## src/sv/srrw_pkg.sv

```systemverilog
// srrw_pkg: shared constants, codes and types for the selective-repeat
// receive window. No dependencies; used by every module in sv/.
package srrw_pkg;

    // Default configuration
    localparam int WINDOW_DEPTH_DEF = 8;
    localparam int SEQ_WIDTH_DEF    = 16;

    // Packet id field: 16-bit signed, stored ids are non-negative
    localparam int ID_W  = 16;
    localparam int MAG_W = ID_W - 1;

    // Output sequence field width
    localparam int SEQ_OUT_W = 16;

    // Scenario codes and the ids that the drop hook targets
    localparam logic [1:0]             SCEN_DUPACK     = 2'd2;
    localparam logic [1:0]             SCEN_TIMEOUT    = 2'd3;
    localparam logic signed [ID_W-1:0] DROP_ID_DUPACK  = 16'sd7;
    localparam logic signed [ID_W-1:0] DROP_ID_TIMEOUT = 16'sd6;

    // Result kinds
    localparam logic KIND_RELEASE = 1'b0;
    localparam logic KIND_ACK     = 1'b1;

    // Sequencer states
    typedef enum logic [1:0] {
        S_IDLE,
        S_MOD,
        S_READ,
        S_CHECK
    } t_state;

    // Slot store commands
    typedef struct packed {
        logic wr_en;
        logic clr_en;
    } t_slot_cmd;

endpackage

```

## src/sv/srrw_rem_unit.sv

```systemverilog
// srrw_rem_unit: slot index of a packet id (id mod the window depth), found by
// a reciprocal multiply and then a low-bit correction. Uses srrw_pkg.
module srrw_rem_unit #(
    parameter int DEPTH = srrw_pkg::WINDOW_DEPTH_DEF
) (
    input  logic                       i_clk,
    input  logic                       i_rst_n,
    input  logic                       i_start,
    input  logic [srrw_pkg::MAG_W-1:0] i_value,
    output logic                       o_done,
    output logic [$clog2(DEPTH)-1:0]   o_rem
);

    localparam int SW = $clog2(DEPTH);
    localparam int SH = srrw_pkg::MAG_W + SW;
    localparam int RW = srrw_pkg::MAG_W + 2;
    localparam int PW = srrw_pkg::MAG_W + RW;
    localparam logic [RW-1:0] RECIP =
        RW'(((longint'(1) << SH) + longint'(DEPTH - 1)) / longint'(DEPTH));
    localparam logic [SW-1:0] DEPTH_LO = SW'(DEPTH);

    logic [srrw_pkg::MAG_W-1:0] r_value;
    logic [SW-1:0]              r_quot_lo;
    logic [SW-1:0]              r_rem;
    logic                       r_phase;
    logic                       r_busy;
    logic                       r_done;
    logic [PW-1:0]              prod;
    logic [SW-1:0]              quot_lo;
    logic [SW-1:0]              qd_lo;

    // Quotient: id times the scaled reciprocal, exact for any 15-bit id
    assign prod    = PW'(r_value) * PW'(RECIP);
    assign quot_lo = prod[SH +: SW];
    // The remainder is below the depth, so only the low bits are needed
    assign qd_lo   = r_quot_lo * DEPTH_LO;

    // Two-step sequence and completion pulse
    always_ff @(posedge i_clk) begin
        if (!i_rst_n) begin
            r_busy  <= 1'b0;
            r_done  <= 1'b0;
            r_phase <= 1'b0;
        end else begin
            r_done <= 1'b0;
            if (i_start) begin
                r_busy  <= 1'b1;
                r_phase <= 1'b0;
            end else if (r_busy) begin
                r_phase <= 1'b1;
                if (r_phase) begin
                    r_busy <= 1'b0;
                    r_done <= 1'b1;
                end
            end
        end
    end

    // Datapath registers
    always_ff @(posedge i_clk) begin
        if (i_start) begin
            r_value <= i_value;
        end else if (r_busy) begin
            if (!r_phase) begin
                r_quot_lo <= quot_lo;
            end else begin
                r_rem <= r_value[SW-1:0] - qd_lo;
            end
        end
    end

    assign o_done = r_done;
    assign o_rem  = r_rem;

endmodule

```

## src/sv/srrw_slot_mem.sv

```systemverilog
// srrw_slot_mem: window slot store, id array with registered read and a
// valid flop per slot (cleared at reset). Uses srrw_pkg.
module srrw_slot_mem #(
    parameter int DEPTH = srrw_pkg::WINDOW_DEPTH_DEF
) (
    input  logic                       i_clk,
    input  logic                       i_rst_n,
    input  srrw_pkg::t_slot_cmd        i_cmd,
    input  logic [$clog2(DEPTH)-1:0]   i_wr_addr,
    input  logic [srrw_pkg::MAG_W-1:0] i_wr_id,
    input  logic [$clog2(DEPTH)-1:0]   i_clr_addr,
    input  logic [$clog2(DEPTH)-1:0]   i_rd_addr,
    output logic [srrw_pkg::MAG_W-1:0] o_rd_id,
    output logic                       o_rd_valid
);

    logic [srrw_pkg::MAG_W-1:0] r_mem [DEPTH];
    logic [DEPTH-1:0]           r_valid;
    logic [srrw_pkg::MAG_W-1:0] r_rd_id;
    logic                       r_rd_valid;

    // Valid bits: set on store, cleared on release
    always_ff @(posedge i_clk) begin
        if (!i_rst_n) begin
            r_valid    <= '0;
            r_rd_valid <= 1'b0;
        end else begin
            if (i_cmd.wr_en) begin
                r_valid[i_wr_addr] <= 1'b1;
            end
            if (i_cmd.clr_en) begin
                r_valid[i_clr_addr] <= 1'b0;
            end
            r_rd_valid <= r_valid[i_rd_addr];
        end
    end

    // Id array, one write and one registered read per cycle
    always_ff @(posedge i_clk) begin
        if (i_cmd.wr_en) begin
            r_mem[i_wr_addr] <= i_wr_id;
        end
        r_rd_id <= r_mem[i_rd_addr];
    end

    assign o_rd_id    = r_rd_id;
    assign o_rd_valid = r_rd_valid;

endmodule

```

## src/sv/selective_repeat_receive_window_unit.sv

```systemverilog
// selective_repeat_receive_window_unit: top level, sequencer, base counter
// and output register. Uses srrw_pkg, srrw_rem_unit and srrw_slot_mem.
//
// Usage:
//   Input channel (i_in_valid / o_in_stall) carries one arriving packet:
//   i_packet_id (signed, negative = no id) and i_scenario. Output channel
//   (o_out_valid / i_out_stall) carries results: zero or more in-order
//   releases (o_kind = 0) and then one cumulative ACK (o_kind = 1,
//   o_last = 1) holding base - 1.
//   One packet is processed at a time; o_in_stall is high while it runs.
//   A non-negative id goes through the remainder unit (reciprocal
//   multiply, low-bit correction, done cycle) to find its slot, then a
//   memory read. Each release then takes a check and a re-read of the
//   slot memory port, and the ACK is loaded in the final check; a
//   negative id skips the remainder unit. The next packet can transfer
//   in the cycle after the ACK load.
//   A packet taken by the drop hook is absorbed in its transfer cycle.
//   The output register holds each result while i_out_stall is high; the
//   sequencer waits in its check state until the register is free.
//   Reset empties the window at once (valid flops), zeroes the base and
//   arms the drop hook; there is no clearing pass.
module selective_repeat_receive_window_unit #(
    parameter int WINDOW_DEPTH = srrw_pkg::WINDOW_DEPTH_DEF,
    parameter int SEQ_WIDTH    = srrw_pkg::SEQ_WIDTH_DEF
) (
    input  logic                               i_clk,
    input  logic                               i_rst_n,
    input  logic                               i_in_valid,
    output logic                               o_in_stall,
    input  logic signed [srrw_pkg::ID_W-1:0]   i_packet_id,
    input  logic [1:0]                         i_scenario,
    output logic                               o_out_valid,
    input  logic                               i_out_stall,
    output logic                               o_kind,
    output logic signed [srrw_pkg::SEQ_OUT_W-1:0] o_seq_value,
    output logic                               o_last
);

    localparam int AW = $clog2(WINDOW_DEPTH);
    localparam int BW = SEQ_WIDTH - 1;
    localparam int XW = (BW > srrw_pkg::MAG_W) ? BW : srrw_pkg::MAG_W;
    localparam int EW = (BW > srrw_pkg::SEQ_OUT_W) ? BW : srrw_pkg::SEQ_OUT_W;

    srrw_pkg::t_state r_state;
    srrw_pkg::t_state n_state;

    logic [BW-1:0]              r_base;
    logic [AW-1:0]              r_base_slot;
    logic                       r_armed;
    logic [srrw_pkg::MAG_W-1:0] r_mag;

    logic                              r_out_valid;
    logic                              r_out_kind;
    logic [srrw_pkg::SEQ_OUT_W-1:0]    r_out_seq;
    logic                              r_out_last;

    logic                       in_fire;
    logic                       drop_hit;
    logic                       id_neg;
    logic                       out_free;
    logic                       hit;
    logic                       rem_start;
    logic                       rem_done;
    logic [AW-1:0]              rem_slot;
    logic                       disarm;
    logic                       out_load;
    logic                       advance;
    srrw_pkg::t_slot_cmd        slot_cmd;
    logic [srrw_pkg::MAG_W-1:0] rd_id;
    logic                       rd_valid;
    logic [EW-1:0]              base_ext;
    logic [srrw_pkg::SEQ_OUT_W-1:0] base_seq;

    // Input side decode
    assign o_in_stall = (r_state != srrw_pkg::S_IDLE);
    assign in_fire    = i_in_valid && !o_in_stall;
    assign id_neg     = i_packet_id[srrw_pkg::ID_W-1];
    assign drop_hit   = r_armed &&
                        ((i_scenario == srrw_pkg::SCEN_DUPACK &&
                          i_packet_id == srrw_pkg::DROP_ID_DUPACK) ||
                         (i_scenario == srrw_pkg::SCEN_TIMEOUT &&
                          i_packet_id == srrw_pkg::DROP_ID_TIMEOUT));

    // Slot match at the base and output register availability
    assign hit      = rd_valid && (XW'(rd_id) == XW'(r_base));
    assign out_free = !r_out_valid || !i_out_stall;
    assign base_ext = EW'(r_base);
    assign base_seq = base_ext[srrw_pkg::SEQ_OUT_W-1:0];

    // Remainder unit: slot index of an arriving id
    srrw_rem_unit #(
        .DEPTH (WINDOW_DEPTH)
    ) u_rem (
        .i_clk   (i_clk),
        .i_rst_n (i_rst_n),
        .i_start (rem_start),
        .i_value (i_packet_id[srrw_pkg::MAG_W-1:0]),
        .o_done  (rem_done),
        .o_rem   (rem_slot)
    );

    // Window slot store
    srrw_slot_mem #(
        .DEPTH (WINDOW_DEPTH)
    ) u_slots (
        .i_clk      (i_clk),
        .i_rst_n    (i_rst_n),
        .i_cmd      (slot_cmd),
        .i_wr_addr  (rem_slot),
        .i_wr_id    (r_mag),
        .i_clr_addr (r_base_slot),
        .i_rd_addr  (r_base_slot),
        .o_rd_id    (rd_id),
        .o_rd_valid (rd_valid)
    );

    // Sequencer next state
    always_comb begin
        n_state = r_state;
        unique case (r_state)
            srrw_pkg::S_IDLE: begin
                if (in_fire && !drop_hit) begin
                    n_state = id_neg ? srrw_pkg::S_READ : srrw_pkg::S_MOD;
                end
            end
            srrw_pkg::S_MOD: begin
                if (rem_done) begin
                    n_state = srrw_pkg::S_READ;
                end
            end
            srrw_pkg::S_READ: begin
                n_state = srrw_pkg::S_CHECK;
            end
            srrw_pkg::S_CHECK: begin
                if (out_free) begin
                    n_state = hit ? srrw_pkg::S_READ : srrw_pkg::S_IDLE;
                end
            end
            default: n_state = srrw_pkg::S_IDLE;
        endcase
    end

    // Sequencer outputs
    always_comb begin
        rem_start       = 1'b0;
        disarm          = 1'b0;
        out_load        = 1'b0;
        advance         = 1'b0;
        slot_cmd.wr_en  = 1'b0;
        slot_cmd.clr_en = 1'b0;
        unique case (r_state)
            srrw_pkg::S_IDLE: begin
                rem_start = in_fire && !drop_hit && !id_neg;
                disarm    = in_fire && drop_hit;
            end
            srrw_pkg::S_MOD: begin
                slot_cmd.wr_en = rem_done;
            end
            srrw_pkg::S_READ: begin
                rem_start = 1'b0;
            end
            srrw_pkg::S_CHECK: begin
                out_load        = out_free;
                advance         = out_free && hit;
                slot_cmd.clr_en = out_free && hit;
            end
            default: begin
                rem_start = 1'b0;
            end
        endcase
    end

    // Control state: sequencer, base, hook, output valid
    always_ff @(posedge i_clk) begin
        if (!i_rst_n) begin
            r_state     <= srrw_pkg::S_IDLE;
            r_base      <= '0;
            r_base_slot <= '0;
            r_armed     <= 1'b1;
            r_out_valid <= 1'b0;
        end else begin
            r_state <= n_state;
            if (disarm) begin
                r_armed <= 1'b0;
            end
            if (advance) begin
                r_base <= r_base + BW'(1);
                if (r_base == '1 || r_base_slot == AW'(WINDOW_DEPTH - 1)) begin
                    r_base_slot <= '0;
                end else begin
                    r_base_slot <= r_base_slot + AW'(1);
                end
            end
            if (out_load) begin
                r_out_valid <= 1'b1;
            end else if (!i_out_stall) begin
                r_out_valid <= 1'b0;
            end
        end
    end

    // Payload registers: captured id and output result
    always_ff @(posedge i_clk) begin
        if (in_fire) begin
            r_mag <= i_packet_id[srrw_pkg::MAG_W-1:0];
        end
        if (out_load) begin
            r_out_kind <= hit ? srrw_pkg::KIND_RELEASE : srrw_pkg::KIND_ACK;
            r_out_seq  <= hit ? base_seq : base_seq - srrw_pkg::SEQ_OUT_W'(1);
            r_out_last <= !hit;
        end
    end

    assign o_out_valid = r_out_valid;
    assign o_kind      = r_out_kind;
    assign o_seq_value = r_out_seq;
    assign o_last      = r_out_last;

    // Checks
    a_no_overwrite: assert property (@(posedge i_clk) disable iff (!i_rst_n)
        out_load |-> !(r_out_valid && i_out_stall))
        else $error("result loaded over a stalled result");

    a_rem_in_mod: assert property (@(posedge i_clk) disable iff (!i_rst_n)
        rem_done |-> (r_state == srrw_pkg::S_MOD))
        else $error("remainder completed outside slot lookup");

    a_release_advances: assert property (@(posedge i_clk) disable iff (!i_rst_n)
        (r_state == srrw_pkg::S_CHECK && out_free && hit) |=>
        (r_state == srrw_pkg::S_READ && r_base == BW'($past(r_base) + BW'(1))))
        else $error("release did not advance the base");

    a_ack_ends_item: assert property (@(posedge i_clk) disable iff (!i_rst_n)
        (r_state == srrw_pkg::S_CHECK && out_free && !hit) |=>
        (r_state == srrw_pkg::S_IDLE && o_out_valid && o_last))
        else $error("ACK did not close the item");

endmodule

```

## config.mk

```make
export PLATFORM = sky130hd
export DESIGN_NAME = selective_repeat_receive_window_unit
export DESIGN_NICKNAME = d
export VERILOG_FILES = /design/src/sv/srrw_pkg.sv /design/src/sv/srrw_rem_unit.sv /design/src/sv/srrw_slot_mem.sv /design/src/sv/selective_repeat_receive_window_unit.sv
export SDC_FILE = /design/constraint.sdc
export NUM_CORES = 1
export LEC_CHECK = 0
export BUFFER_PORTS_ARGS = -buffer_cell sky130_fd_sc_hd__buf_4
export CORE_UTILIZATION = 34
export DETAILED_ROUTE_END_ITERATION = 16
export PLACE_DENSITY = 0.54
export SYNTH_ARGS = -nofsm -noshare
export SYNTH_HDL_FRONTEND = slang
export SYNTH_SLANG_ARGS = --single-unit
```

## constraint.sdc

```tcl
create_clock -name i_clk -period 3.14 [get_ports i_clk]
set_clock_uncertainty 0.05 [all_clocks]
set_input_delay 0.628 -clock i_clk [delete_from_list [all_inputs] [get_ports i_clk]]
set_output_delay 0.628 -clock i_clk [all_outputs]
set_load 0.005 [all_outputs]
```

-- After elaboration in Yosys (flattened, before gate mapping)
Memory sizes are Yosys's and may differ from the RTL's. A register that Yosys moved wholly into a read port is not among the register bits.
Cells that the tools add are included.
- logic and storage cells: 102
- bits in writable memories: 120
- input port bits: 22
- flip-flop bits (word level): 73
- memories kept: 1
- bitwise operators: 6
- order comparisons: 4
- equal/unequal tests: 14
- mux-type cells: 31
- reduce and logical (&&, ||, !) cells: 26
- $add $sub $neg: 3
- memories (memory ; depth ; width ; read ports ; clocked after memory_dff ; wr ports ; line ; source):
    u_slots.r_mem ; 8 ; 15 ; 1 ; 1 ; 1 ; srrw_slot_mem.sv:17 ; logic [srrw_pkg::MAG_W-1:0] r_mem [DEPTH];
- operators with widths (kind ; number):
    == test 16 x 4 -> 1 bit (second input constant) ; 2
    two-way mux 8 bit ; 3
    two-way mux 1 bit ; 17
    subtractor 15 x 1 -> 16 bit (second input constant) ; 1
    adder 15 x 1 -> 15 bit (second input constant) ; 1
    == test 15 bit ; 1
    == test 15 bit (second input constant) ; 1
    two-way mux 15 bit ; 1
    logical AND 1 bit ; 11
    two-way mux 2 bit ; 5
    AND 8 bit ; 1
    == test 2 bit (second input constant) ; 4
    < comparator 3 x 4 -> 1 bit (second input constant) ; 2
    inverter 8 bit ; 1
    bitwise OR 8 bit ; 1
    one-hot mux 2 bit (4 select lines) ; 1
    demux 1 bit (select 3 bit) ; 2
    greater-or-equal comparator 3 x 1 -> 1 bit (second input constant) ; 2
    zero test 1 bit ; 6
    AND reduction 3 bit ; 2
    != test 2 x 1 -> 1 bit (second input constant) ; 2
    != test 2 bit (second input constant) ; 2
    adder 3 x 1 -> 3 bit (second input constant) ; 1
    binary-select mux 1 bit (select 3 bit) ; 1
    9 further kinds ; 13

-- Logic depth before layout (Yosys ltp)
- depth after elaboration: 10
- depth in mapped cells: 9
- mapped depth without buffers: 6

-- Cells and area by module
From an unflattened synthesis, not the netlist that was laid out.
- cells, all modules: 508
- area, all modules: 8336.7 µm²
- modules (own cells, without submodules) (module ; cells an instance ; sequential area each (µm²) ; times used ; area each (µm²)):
    srrw_slot_mem ; 234 ; 4083.9 ; 1 ; 5341.4
    selective_repeat_receive_window_unit ; 257 ; 1401.3 ; 1 ; 2716.4
    srrw_rem_unit ; 17 ; 240.2 ; 1 ; 279.0

-- Least setup slack after synthesis
No wires, ideal clock.
- path type: register -> register
- start point: register r_state[0]
- end point: memory u_slots.r_mem[0][0] (netlist bit), enable pin
- arrival: 1913 ps
- slack: 769 ps
- library setup time: 408 ps
- cell stages (with the launch flop): 4
- clock period less this slack: 2371 ps
- path through: dfxtp_1 -> nand2_1 -> or3_1 -> nor3_1
- longest elaborated chain between the ends: 4
- ends and longest elaborated chain (what ; line ; source):
    start, declared ; selective_repeat_receive_window_unit.sv:44 ; srrw_pkg::t_state r_state;
    start signal, assigned ; selective_repeat_receive_window_unit.sv:176 ; r_state <= srrw_pkg::S_IDLE;
    start signal, assigned ; selective_repeat_receive_window_unit.sv:182 ; r_state <= n_state;
    == test 2 x 1 -> 1 bit ; selective_repeat_receive_window_unit.sv:151 ; unique case (r_state)
    two-way mux 1 bit ; selective_repeat_receive_window_unit.sv:151 ;
    two-way mux 1 bit ; srrw_slot_mem.sv:40 ; if (i_cmd.wr_en) begin
    two-way mux 1 bit (implied by the code) ; srrw_slot_mem.sv:41 ; r_mem[i_wr_addr] <= i_wr_id;
    end, declared ; srrw_slot_mem.sv:17 ;
No other way between the ends.

-- Worst setup path in the final report
- start point: register r_base[2]
- end point: register r_base[2]
- longest elaborated chain between the ends: 4
- elaborated cells between the ends (all ways): 5
- classes of those cells: 1 x add/sub; 1 x eq/ne; 1 x mux; 2 x reduce/logical
- ends and longest elaborated chain (what ; line ; source):
    start, declared ; selective_repeat_receive_window_unit.sv:47 ; logic [BW-1:0] r_base;
    start signal, assigned ; selective_repeat_receive_window_unit.sv:187 ; r_base <= r_base + BW'(1);
    branches (longest 4 deep; another with adder 15 x 1 -> 15 bit) ; n/a ;
Several ways; the timed one is not identified.
A chain may end at the register's enable or synchronous reset.

==> results.json <==
{
  "crit_path_max_incr_delay_ns": 0.67,
  "peakVddDrop_uv": 527,
  "min_period_ns": 2.58,
  "critPathTopFamily": "simple AND/OR/NAND/NOR gates",
  "first_pass_iters": 5,
  "cts_tree": "built",
  "num_vias": 4845,
  "postCtsSetupBuffers": 0,
  "holdWs_ns": 0.255,
  "final_nets": 625,
  "routed_via_density": 5.23,
  "start_kind": "register",
  "ys_warn_count": 0,
  "die_w_um": 155,
  "fillCellCount": 2133,
  "fmax_mhz": 388,
  "synth-seq-cells": 207,
  "grtUsageTotal": 0.155,
  "synth_enable_flop_cells": 158,
  "routabilityCongestion": 0.760,
  "p_leak_nw": 3.03,
  "multiInputGateArea_um2": 2020,
  "maxCapViolations": 0,
  "dp_hpwl_mm": 11.3,
  "top_usage_layer": "met2",
  "clk_latency_ns": 0.51,
  "row_count": 55,
  "setup_viol": 0,
  "grt.met2_usage": 0.251,
  "cts_made_buffers": 22,
  "arrival_ns": 2.95,
  "run_status": "finished clean",
  "grt_pass1_wl_mm": 28.0,
  "clk_pin_slew_ns": 0.06,
  "path_max_fanout": 38,
  "cp_common_cell": "or4_1",
  "cts.sinks": 207,
  "first_iter_violations": 344,
  "clockRootBuffer": "clkbuf_16",
  "drive_gt1_frac": 0.171,
  "p_per_area_nw_per_um2": 597,
  "diodes": 0,
  "wl_per_cell_um": 19.8,
  "syn_to_final_growth_pct": 16.9,
  "die_area_um2": 24000,
  "gr-total-overflow": 0,
  "synth_area_um2": 7940,
  "grt_pass1_vias": 4639,
  "slew_viol_final": 0,
  "worst_pin_slew_ns": 1.09,
  "use_met3": 0.0255,
  "syn-instance-count": 553,
  "start_util": 0.348,
  "post_cts_resized": 0,
  "hold_viol": 0,
  "cts.htree.levels": 1,
  "ctsHoldBuffers": 0,
  "use_met1": 0.216,
  "pin_count": 42,
  "ys_types": 45,
  "slew_headroom": 0.268,
  "holdCritPathClass": "primary input to register",
  "die_h_um": 155,
  "power_mw": 5.54,
  "numPortBuffers": 41,
  "clock_path_buffers": 3,
  "syn_nets": 579,
  "synth-async-reset-ratio": 0,
  "rsz0062_at_grt": "false",
  "tns_ns": 0,
  "reg2reg_slack_ns": 0.56,
  "core_um2": 22800,
  "required_ns": 3.52,
  "drc": 0,
  "antenna_found_initial": 1,
  "synth_area_per_cell_um2": 14.4,
  "ff_latch_area_um2": 5730,
  "ys_seq_area_frac": 0.721,
  "cp_cell_sequence": "xnor2_1, nand4_1, or4_1, buf_4, or4_1, a21oi_1",
  "critPathKind": "register to register",
  "end_kind": "register",
  "ys.flop_type": "edfxtp_1",
  "final_antenna_net_count": 0,
  "worst_path_max_delay_cell": "or4_1",
  "totalWireLength_mm": 18.4,
  "min_period_over_period": 0.821,
  "critical_path_buf_inv_count": 1,
  "grt_max_degree": 39
}
synth_stat cells, drive strengths merged (2+ instances only):
master / number / area, µm²
a211oi: 2 / 15.0
a21oi: 17 / 85.1
a22oi: 62 / 465
and3: 4 / 25.0
and3b: 2 / 17.5
and4: 3 / 26.3
buf: 14 / 113
clkbuf: 23 / 87.6
dfxtp: 49 / 981
edfxtp: 158 / 4740
ha: 4 / 50.1
inv: 11 / 41.3
nand2: 27 / 101
nand2b: 8 / 50.1
nand3: 12 / 60.1
nand4: 24 / 150
nand4b: 3 / 26.3
nor2: 22 / 82.6
nor2b: 2 / 12.5
nor3: 11 / 55.1
nor3b: 3 / 22.5
nor4: 5 / 31.3
o211ai: 6 / 45.0
o21ai: 17 / 85.1
o221a: 4 / 45.0
o31ai: 5 / 37.5
or3: 8 / 50.1
or4: 5 / 37.5
xnor2: 30 / 293
worst paths after layout:
path                                  startpoint              to  depth (start not counted)
worst max-delay path                   r_base[2]       r_base[2]                          6
worst min-delay path              i_packet_id[3]        r_mag[3]                          1
worst max register to register         r_base[2]       r_base[2]                          6
worst min register to register  u_rem.r_value[1]  u_rem.o_rem[1]                          0
metrics by stage:
step	utilization	area [µm²]	instances	setup slack, ns
after floorplan	-	7940	553	0.769
final	0.408	9280	927	0.562
after global routing	0.408	9280	927	0.417
after detailed placement	0.379	8630	888	0.502
after global placement	0.379	8630	888	0.519
after CTS	0.408	9280	927	0.568
state kept, by name, summed over array words and instances (netlist names), 8 cells and up:
register	count
r_mag	15
o_seq_value	16
u_slots.r_valid	8
r_base	15
u_slots.o_rd_id	15
u_slots.r_mem	120
power by group:
part / leakage, nW / internal, mW / switching (mW) / total (mW)
Clock: 0.324 / 1.35 / 1.01 / 2.36
Sequential: 1.80 / 3.01 / 0.0553 / 3.07
Combinational: 0.908 / 0.0426 / 0.0693 / 0.112
metal layers:
metal,part of all wire,up-vias
li1,-,2241
met4,0.021,0
met2,0.46,159
met5,0,-
met3,0.060,31
met1,0.46,2414
cell usage in the layout, fill, tap and decap left out, types with 4 or more instances in the layout:
cell type and n:
nand2_1 27, o31ai_1 5, a21oi_1 17, clkbuf_16 22, clkbuf_1 8, dfxtp_1 49, nor2_1 20, or4_1 5
xnor2_1 26, nand4_1 24, or3_1 8, ha_1 4, o221a_2 4, clkinv_2 4, o21ai_0 17, a22oi_1 62
buf_4 59, xnor2_2 4, nand3_1 12, o211ai_1 6, and3_1 4, inv_1 11, nand2b_1 8, edfxtp_1 158
nor3_1 8, nor4_1 5
cell families (layout without fill, tap and decap cells):
| kind of cell | after synthesis | in the layout | share of synthesized area |
|---|---|---|---|
| simple gates | 143 | 143 | 0.0984 |
| fa+ha+maj | 4 | 4 | 0.00631 |
| flops | 207 | 207 | 0.721 |
| mux | 1 | 1 | 0.00126 |
| compound gates | 120 | 120 | 0.105 |
| buf+inv | 48 | 109 | 0.0304 |
| xor+xnor | 30 | 30 | 0.0369 |
area by class of cell:
| type | instances | area share |
|---|---|---|
| inverter | 11 | 0.00445 |
| sequential | 207 | 0.617 |
| tap | 313 | 0.0422 |
| timing repair buffer | 59 | 0.0477 |
| clock inverter | 7 | 0.00526 |
| clock buffer | 32 | 0.0655 |
| multi-input combinational | 298 | 0.218 |
worst register-to-register path: cells and delay by family, from the launching register on:
kind                   cells  cell delay, ns
XOR/XNOR                   1            0.18
flip-flops                 1            0.62
buffers and inverters      1            0.31
AO/OA/AOI/OAI              1            0.14
AND/OR/NAND/NOR            3            1.22
Note: power is estimated with default switching activity, not from simulation.
